==> src/hw/rtl/hrhe_pkg.sv <==
package hrhe_pkg;

  localparam int NKEYS = 5;
  localparam int NEXTS = 7;

  localparam logic [7:0] CHAR_LF  = 8'h0A;
  localparam logic [7:0] CHAR_CR  = 8'h0D;
  localparam logic [7:0] CHAR_DOT = 8'h2E;

  // Result kinds
  localparam logic [1:0] KIND_VALUE   = 2'd0;
  localparam logic [1:0] KIND_ACCEPT  = 2'd1;
  localparam logic [1:0] KIND_SUMMARY = 2'd2;

  // Field ids
  localparam logic [2:0] FIELD_HOST    = 3'd0;
  localparam logic [2:0] FIELD_REFERER = 3'd1;
  localparam logic [2:0] FIELD_GET     = 3'd2;
  localparam logic [2:0] FIELD_POST    = 3'd3;
  localparam logic [2:0] FIELD_AGENT   = 3'd4;
  localparam logic [2:0] FIELD_NONE    = 3'd7;

  // Request types
  localparam logic [1:0] REQ_NONE = 2'd0;
  localparam logic [1:0] REQ_GET  = 2'd1;
  localparam logic [1:0] REQ_POST = 2'd2;

  localparam logic [9:0]  COUNT_MAX = 10'd1023;
  localparam logic [11:0] POS_MAX   = 12'd4095;

  // Keyword text, right-justified: last character in the low byte
  localparam logic [95:0] KW_TEXT [NKEYS] = '{
    "Host: ", "Referer: ", "GET ", "POST ", "User-Agent: "
  };
  localparam logic [3:0] KW_LEN [NKEYS] = '{4'd6, 4'd9, 4'd4, 4'd5, 4'd12};

  localparam logic [31:0] EXT_TEXT [NEXTS] = '{
    ".png", ".gif", ".jpg", ".bmp", ".css", ".js", ".swf"
  };
  localparam logic [2:0] EXT_LEN [NEXTS] = '{
    3'd4, 3'd4, 3'd4, 3'd4, 3'd4, 3'd3, 3'd4
  };

  typedef logic [NEXTS-1:0][2:0] ext_prog_t;

  typedef struct packed {
    ext_prog_t        prog;
    logic [NEXTS-1:0] seen;
  } ext_state_t;

  typedef struct packed {
    logic [1:0] kind;
    logic [2:0] field;
    logic [7:0] value;
    logic [9:0] count;
    logic [1:0] rtype;
    logic       page;
    logic       last;
  } res_t;

  // True when byte b matches keyword k at line position pos
  function automatic logic kw_match(input logic [2:0] k, input logic [11:0] pos,
                                    input logic [7:0] b);
    logic [3:0] idx;
    idx = 4'(KW_LEN[k] - 4'd1 - pos[3:0]);
    if (pos >= {8'd0, KW_LEN[k]}) begin
      return 1'b0;
    end
    return KW_TEXT[k][{idx, 3'b000} +: 8] == b;
  endfunction

  // Advance every extension matcher by one byte
  function automatic ext_state_t ext_feed(input ext_state_t s, input logic [7:0] b);
    ext_state_t r;
    logic [2:0] p;
    logic [1:0] idx;
    r = s;
    for (int e = 0; e < NEXTS; e++) begin
      p = s.prog[e];
      idx = 2'(EXT_LEN[e] - 3'd1 - p);
      if (p < EXT_LEN[e] && EXT_TEXT[e][{idx, 3'b000} +: 8] == b) begin
        p = 3'(p + 3'd1);
      end else begin
        p = (b == CHAR_DOT) ? 3'd1 : 3'd0;
      end
      if (p >= EXT_LEN[e]) begin
        r.seen[e] = 1'b1;
        p = 3'd0;
      end
      r.prog[e] = p;
    end
    return r;
  endfunction

endpackage

==> src/hw/rtl/http_request_header_extractor.sv <==
// HTTP request header extractor. Feed the request one byte per transaction on
// s_tdata, with s_tlast on the last byte of the packet. The block splits the
// bytes into CR LF lines, tags lines that start with "Host: ", "Referer: ",
// "GET ", "POST " or "User-Agent: ", and streams their value bytes out as they
// arrive (kind 0), at most VALUE_MAX-1 per line; value bytes are tentative, and
// a line-accepted result (kind 1) follows only when the tagged line ends in
// CR LF. A line with no CR LF within cfg line_limit bytes stops parsing until
// packet end. Every packet closes with one summary result (kind 2) holding the
// accepted-line count, the request type and a page-open flag (a GET path free
// of image, style, script and flash extensions). Each accepted input byte
// yields up to two results, which enter a four-entry result queue at the
// accepting edge and are offered on m_tvalid from the next cycle. The input
// side accepts a byte whenever the queue has room for two more. A byte that
// yields two results always follows a held CR, so the next byte yields at most
// one; with m_tready high the queue never holds more than two results and the
// block sustains one byte per cycle. Only output back-pressure fills the queue,
// and then the output drain rate of one result per cycle sets the pace.
// Write line_limit only while idle.
module http_request_header_extractor #(
  parameter int VALUE_MAX = 256
) (
  input  logic        clk,
  input  logic        rst,
  // configuration: line_limit
  input  logic        cfg_valid,
  output logic        cfg_ready,
  input  logic [11:0] cfg_data,
  // input bytes
  input  logic        s_tvalid,
  output logic        s_tready,
  input  logic [7:0]  s_tdata,   // [7:0] data_byte
  input  logic        s_tlast,   // end_of_packet
  // results
  output logic        m_tvalid,
  input  logic        m_tready,
  output logic [23:0] m_tdata,   // [2:0] field_id, [10:3] value_byte,
                                 // [20:11] header_count, [22:21] request_type,
                                 // [23] page_open
  output logic [1:0]  m_tuser,   // [1:0] result_kind
  output logic        m_tlast    // last result caused by this input byte
);

  localparam int CAP_W = $clog2(VALUE_MAX);
  localparam logic [CAP_W-1:0] CAP_MAX = CAP_W'(VALUE_MAX - 1);

  // parser state
  logic [11:0]                    line_limit;
  logic [11:0]                    line_position, line_position_next;
  logic [hrhe_pkg::NKEYS-1:0]     keyword_candidates, keyword_candidates_next;
  logic [2:0]                     current_field, current_field_next;
  logic [CAP_W-1:0]               captured_length, captured_length_next;
  logic                           pending_cr, pending_cr_next;
  logic                           parse_stopped, parse_stopped_next;
  logic [9:0]                     match_count, match_count_next;
  logic [1:0]                     request_kind, request_kind_next;
  hrhe_pkg::ext_state_t           ext, ext_next;
  logic                           path_has_ext, path_has_ext_next;

  // result queue
  hrhe_pkg::res_t fifo [4];
  logic [1:0]     head, tail;
  logic [2:0]     cnt;

  hrhe_pkg::res_t res [2];
  logic [1:0]     n_res;
  logic           in_fire, out_fire;

  assign cfg_ready = 1'b1;
  assign s_tready  = (cnt < 3'd3);
  assign in_fire   = s_tvalid & s_tready;
  assign m_tvalid  = (cnt != 3'd0);
  assign out_fire  = m_tvalid & m_tready;

  assign m_tuser = fifo[head].kind;
  assign m_tlast = fifo[head].last;
  assign m_tdata = {fifo[head].page, fifo[head].rtype, fifo[head].count,
                    fifo[head].value, fifo[head].field};

  always_comb begin
    logic [7:0]                 b;
    logic [7:0]                 sb;
    logic                       sen;
    logic [hrhe_pkg::NKEYS-1:0] keep;
    logic                       path;

    b    = s_tdata;
    sb   = 8'd0;
    sen  = 1'b0;
    keep = '0;
    path = (current_field == hrhe_pkg::FIELD_GET) || (current_field == hrhe_pkg::FIELD_POST);

    line_position_next      = line_position;
    keyword_candidates_next = keyword_candidates;
    current_field_next      = current_field;
    captured_length_next    = captured_length;
    pending_cr_next         = pending_cr;
    parse_stopped_next      = parse_stopped;
    match_count_next        = match_count;
    request_kind_next       = request_kind;
    ext_next                = ext;
    path_has_ext_next       = path_has_ext;

    res[0] = '0;
    res[1] = '0;
    n_res  = 2'd0;

    if (!parse_stopped) begin
      if (pending_cr && b == hrhe_pkg::CHAR_LF &&
          ({1'b0, line_position} + 13'd1) <= {1'b0, line_limit}) begin
        // line complete: confirm a tagged line, then start a fresh line
        if (current_field != hrhe_pkg::FIELD_NONE) begin
          if (match_count < hrhe_pkg::COUNT_MAX) begin
            match_count_next = match_count + 10'd1;
          end
          if (path) begin
            request_kind_next = (current_field == hrhe_pkg::FIELD_GET) ?
                                hrhe_pkg::REQ_GET : hrhe_pkg::REQ_POST;
            path_has_ext_next = (ext.seen != '0);
          end
          res[0].kind  = hrhe_pkg::KIND_ACCEPT;
          res[0].field = current_field;
          n_res        = 2'd1;
        end
        line_position_next      = '0;
        keyword_candidates_next = '1;
        current_field_next      = hrhe_pkg::FIELD_NONE;
        captured_length_next    = '0;
        pending_cr_next         = 1'b0;
        ext_next                = '0;
      end else begin
        if (current_field == hrhe_pkg::FIELD_NONE) begin
          // keyword search at this position
          for (int k = 0; k < hrhe_pkg::NKEYS; k++) begin
            if (keyword_candidates[k] && hrhe_pkg::kw_match(3'(k), line_position, b)) begin
              if (({8'd0, hrhe_pkg::KW_LEN[k]}) == line_position + 12'd1) begin
                current_field_next = 3'(k);
              end else begin
                keep[k] = 1'b1;
              end
            end
          end
          keyword_candidates_next = (current_field_next == hrhe_pkg::FIELD_NONE) ? keep : '0;
        end else if (!s_tlast) begin
          // value bytes: a held CR first, then this byte unless it is a CR
          for (int i = 0; i < 2; i++) begin
            sb  = (i == 0) ? hrhe_pkg::CHAR_CR : b;
            sen = (i == 0) ? pending_cr : (b != hrhe_pkg::CHAR_CR);
            if (sen && captured_length_next < CAP_MAX) begin
              captured_length_next = captured_length_next + CAP_W'(1);
              if (path) begin
                ext_next = hrhe_pkg::ext_feed(ext_next, sb);
              end
              res[n_res[0]].kind  = hrhe_pkg::KIND_VALUE;
              res[n_res[0]].field = current_field;
              res[n_res[0]].value = sb;
              n_res               = n_res + 2'd1;
            end
          end
        end
        pending_cr_next = (b == hrhe_pkg::CHAR_CR);
        if (line_position < hrhe_pkg::POS_MAX) begin
          line_position_next = line_position + 12'd1;
        end
        if (line_position_next >= line_limit) begin
          parse_stopped_next = 1'b1;
        end
      end
    end

    if (s_tlast) begin
      // packet summary, then drop all packet state
      res[n_res[0]].kind  = hrhe_pkg::KIND_SUMMARY;
      res[n_res[0]].count = match_count_next;
      res[n_res[0]].rtype = request_kind_next;
      res[n_res[0]].page  = (request_kind_next == hrhe_pkg::REQ_GET) && !path_has_ext_next;
      n_res               = n_res + 2'd1;

      line_position_next      = '0;
      keyword_candidates_next = '1;
      current_field_next      = hrhe_pkg::FIELD_NONE;
      captured_length_next    = '0;
      pending_cr_next         = 1'b0;
      ext_next                = '0;
      parse_stopped_next      = 1'b0;
      match_count_next        = '0;
      request_kind_next       = hrhe_pkg::REQ_NONE;
      path_has_ext_next       = 1'b0;
    end

    if (n_res == 2'd1) begin
      res[0].last = 1'b1;
    end else if (n_res == 2'd2) begin
      res[1].last = 1'b1;
    end
  end

  // parser state and configuration
  always_ff @(posedge clk) begin
    if (rst) begin
      line_limit         <= 12'd1024;
      line_position      <= '0;
      keyword_candidates <= '1;
      current_field      <= hrhe_pkg::FIELD_NONE;
      captured_length    <= '0;
      pending_cr         <= 1'b0;
      parse_stopped      <= 1'b0;
      match_count        <= '0;
      request_kind       <= hrhe_pkg::REQ_NONE;
      ext                <= '0;
      path_has_ext       <= 1'b0;
    end else begin
      if (cfg_valid && cfg_ready) begin
        line_limit <= cfg_data;
      end
      if (in_fire) begin
        line_position      <= line_position_next;
        keyword_candidates <= keyword_candidates_next;
        current_field      <= current_field_next;
        captured_length    <= captured_length_next;
        pending_cr         <= pending_cr_next;
        parse_stopped      <= parse_stopped_next;
        match_count        <= match_count_next;
        request_kind       <= request_kind_next;
        ext                <= ext_next;
        path_has_ext       <= path_has_ext_next;
      end
    end
  end

  // result queue pointers
  always_ff @(posedge clk) begin
    if (rst) begin
      head <= '0;
      tail <= '0;
      cnt  <= '0;
    end else begin
      if (out_fire) begin
        head <= head + 2'd1;
      end
      if (in_fire) begin
        tail <= tail + n_res;
      end
      cnt <= cnt + (in_fire ? {1'b0, n_res} : 3'd0) - {2'b00, out_fire};
    end
  end

  // result queue payload: push up to two results per accepted byte
  always_ff @(posedge clk) begin
    if (in_fire && n_res != 2'd0) begin
      fifo[tail] <= res[0];
    end
    if (in_fire && n_res == 2'd2) begin
      fifo[tail + 2'd1] <= res[1];
    end
  end

endmodule
==> config.mk <==
export PLATFORM = sky130hd
export DESIGN_NAME = http_request_header_extractor
export DESIGN_NICKNAME = d
export VERILOG_FILES = /design/src/hw/rtl/hrhe_pkg.sv /design/src/hw/rtl/http_request_header_extractor.sv
export SDC_FILE = /design/constraint.sdc
export NUM_CORES = 1
export LEC_CHECK = 0
export ABC_AREA = 1
export BUFFER_PORTS_ARGS = -buffer_cell sky130_fd_sc_hd__buf_4
export CAP_MARGIN = 20
export CORE_ASPECT_RATIO = 0.5
export CORE_MARGIN = 1
export CORE_UTILIZATION = 53
export DETAILED_ROUTE_END_ITERATION = 8
export PLACE_DENSITY = 0.73
export RECOVER_POWER = 50
export SLEW_MARGIN = 20
export SYNTH_ARGS = -nofsm -noshare
export SYNTH_HDL_FRONTEND = slang
export SYNTH_SLANG_ARGS = --single-unit
==> constraint.sdc <==
create_clock -name clk -period 6.15 [get_ports clk]
set_input_delay 0.9225 -clock clk [delete_from_list [all_inputs] [get_ports clk]]
set_output_delay 0.9225 -clock clk [all_outputs]
set_load 0.1 [all_outputs]
==> reports/metrics.yaml <==
sta:
  period_share: 0.870
  rsz0062_at_grt: "no"
  setup-violations-final: 0
  fin_setup_tns_ns: 0
  whs_ns: 0.443
  clock_skew_ns: 0.0115
  fmax_mhz: 187
  worstMarginPinSlew_ns: 2.77
  fin_crit_ns: 5.35
  slew_headroom: -0.844
  slew_viol_final: 115
  final.setup.worst_slack_ns: 0.800
  finalHoldViolCount: 0
routing:
  detail_route.first_pass.iterations: 7
  dr.first_iter.drc_count: 1419
  ant_nets: 0
  wl_per_cell_um: 16.2
  drt_wl_total_um: 37200
  drc: 0
  viasPerCell: 5.66
  vias: 13000
job:
  cap_violations: 3
global_route:
  overflow: 0
  grt_start_max_net_pins: 56
  grt_pass1_wl_um: 59800
  grt_pass1_vias: 11500
  grt_use_total: 0.282
  antenna_found_initial: 1
setup_path:
  rr_startpoint: "line_position[2]"
  reg2regPathDepth: 24
  critPathKind: "flip-flop to flip-flop"
  path_max_fanout: 17
  worst_setup_path_start_kind: "flip-flop"
  cp.arrival_ns: 5.68
  end_kind: "flip-flop"
  crit_start: "line_position[2]"
  worstPathRequired_ns: 6.48
placed_design:
  dp_slack_ns: 0.943
  hpwlAfterDp_um: 26500
  place_congestion: 0.967
  io_buffers: 54
  placed_cell_area_um2: 14500
synthesis:
  postSynth.asyncResetShare: 0
  synth_enable_flop_cells: 108
  synth_area_leader_cell: "edfxtp_1"
  avgSynthCellArea_um2: 7.25
  yosysUniqueCellTypes: 62
  synth_common_cells: "469 x nand2_1, 195 x inv_1, 179 x nand3_1, 169 x nor2_1, 136 x o21ai_0"
  yosysSeqAreaShare: 0.364
  synth_warnings: 0
  synthesis.area_um2: 14000
  synth_top_area_frac: 0.232
  syn-num-nets: 2030
  ys_seq_elements: 200
  synthFlopType: "edfxtp_1"
  synth.most_common_cell: "nand2_1"
  yosys-top-cells-area: "edfxtp_1 23%, dfxtp_1 13%, nand2_1 13%, ha_1 7.0%, nand3_1 6.4%"
  netlist_instances: 1925
power_and_ir_drop:
  p_leak_uw: 0.00641
  vdd_drop_max_mv: 0.234
  power_density_nw_per_um2: 305
run_status:
  violations: "capacitance limit, slew limit"
  status: "complete, but fails checks"
min_path:
  hold_path.class: "flip-flop to flip-flop"
  hold_start: "ext[15]"
  hold_depth: 2
final_layout:
  drive_above_1_share: 0.0730
  multi_input_area_um2: 7560
  design_area_um2: 14900
  nFillCells: 2414
  finalNetCount: 2038
  seq_area_um2: 5080
  area_growth_pct: 6.68
clocking:
  cts_setup_buffers: 0
  clock-sinks: 200
  clock_latency_ns: 0.46
  hold_buffers: 0
  cts-resized-gates: 0
  cts_tree: "built"
  htree_levels: 4
  ctsLongestPathBuffers: 2
  cts_buffers: 17
  clk_pin_slew_ns: 0.07
  root_buffer: "clkbuf_16"
floorplan:
  fp-row-count: 41
  dieWidth_um: 231
  die_h_um: 117
  core_um2: 25500
  num_io_pins: 56
  dieArea_um2: 27000
  start_util: 0.546
-- logic make-up after synthesis --
logic type,Yosys count,share of synthesized area
compound gates,386,0.150
xor+xnor,24,0.0151
fa+ha+maj,79,0.0714
buf+inv,292,0.0890
flops,200,0.364
other cells,1,0.000269
simple gates,943,0.309
-- cell type report --
cell class,instances,area share
inverter,213,0.0540
timing repair buffer,68,0.0266
clock inverter,13,0.00925
multi-input combinational,1433,0.508
clock buffer,19,0.0312
tap,344,0.0289
sequential,200,0.342
antenna,1,0.000168
-- critical path, stage by stage (launching register included) --
cell	delay, ns
dfxtp_1	0.71
ha_1	0.27
nand2_1	0.18
nor2_8	0.21
nand3_1	0.09
nand2_1	0.12
inv_1	0.05
ha_1	0.31
nand3_1	0.08
nor3b_1	0.31
nand3_2	0.10
nand2_1	0.11
nand2_4	0.12
nand2_1	0.27
nor2_8	0.09
a31oi_1	0.33
ha_1	0.44
inv_1	0.19
nand2_1	0.12
ha_1	0.30
inv_1	0.03
ha_1	0.18
fa_1	0.38
o21ai_0	0.17
a21oi_1	0.07
-- per-stage QoR --
stage	power [uW]	util	instances
detailed placement	3500	0.566	2258
CTS	4630	0.590	2290
floorplan	3090	-	1925
global route	4750	0.583	2291
finish	4530	0.583	2291
global placement	3480	0.566	2258
-- where the power goes --
part / internal, uW / switching [uW]
logic: 332 / 1470
registers: 1530 / 58.3
clock network: 606 / 538
-- registers in the layout, indices dropped and copies added (netlist names), 3 cells and up, named ones only --
name,cells
cnt,3
line_limit,12
line_position,12
current_field,3
match_count,10
ext,28
keyword_candidates,5
captured_length,8
fifo,108
-- cells in the final DEF, fill, tap and decap left out, types with 6 or more instances in the layout --
cell type,count
nor2_2,11
a21oi_1,105
clkinv_1,6
o22ai_1,30
o21a_1,8
nor4_1,7
inv_2,10
inv_1,195
o211ai_1,11
clkbuf_1,29
o21ai_0,172
nand2_4,6
clkbuf_16,18
nor2_1,170
nand3_1,180
nand2_2,9
xor2_1,20
dfxtp_1,92
ha_1,78
nor3_1,17
edfxtp_1,108
o21ai_1,36
buf_4,37
nand2_1,475
nand4_1,34
-- metal layers --
layer  up-vias  GRT usage  part of all wire  routed length [um]
li1       6482          -                 -                   -
met1      5949      0.413              0.48               17700
met2       492      0.434              0.43               16000
met3        33     0.0479             0.084                3110
met4         0     0.0693            0.0098                 365
met5         -          0                 0                   0
-- worst paths after layout --
path	to	slack [ns]
worst max-delay path	cnt[2]	0.80
worst min-delay path	ext[15]	0.44
worst max register to register	cnt[2]	0.80
worst min register to register	ext[15]	0.44
No activity file was read; power rests on OpenSTA's default activity.
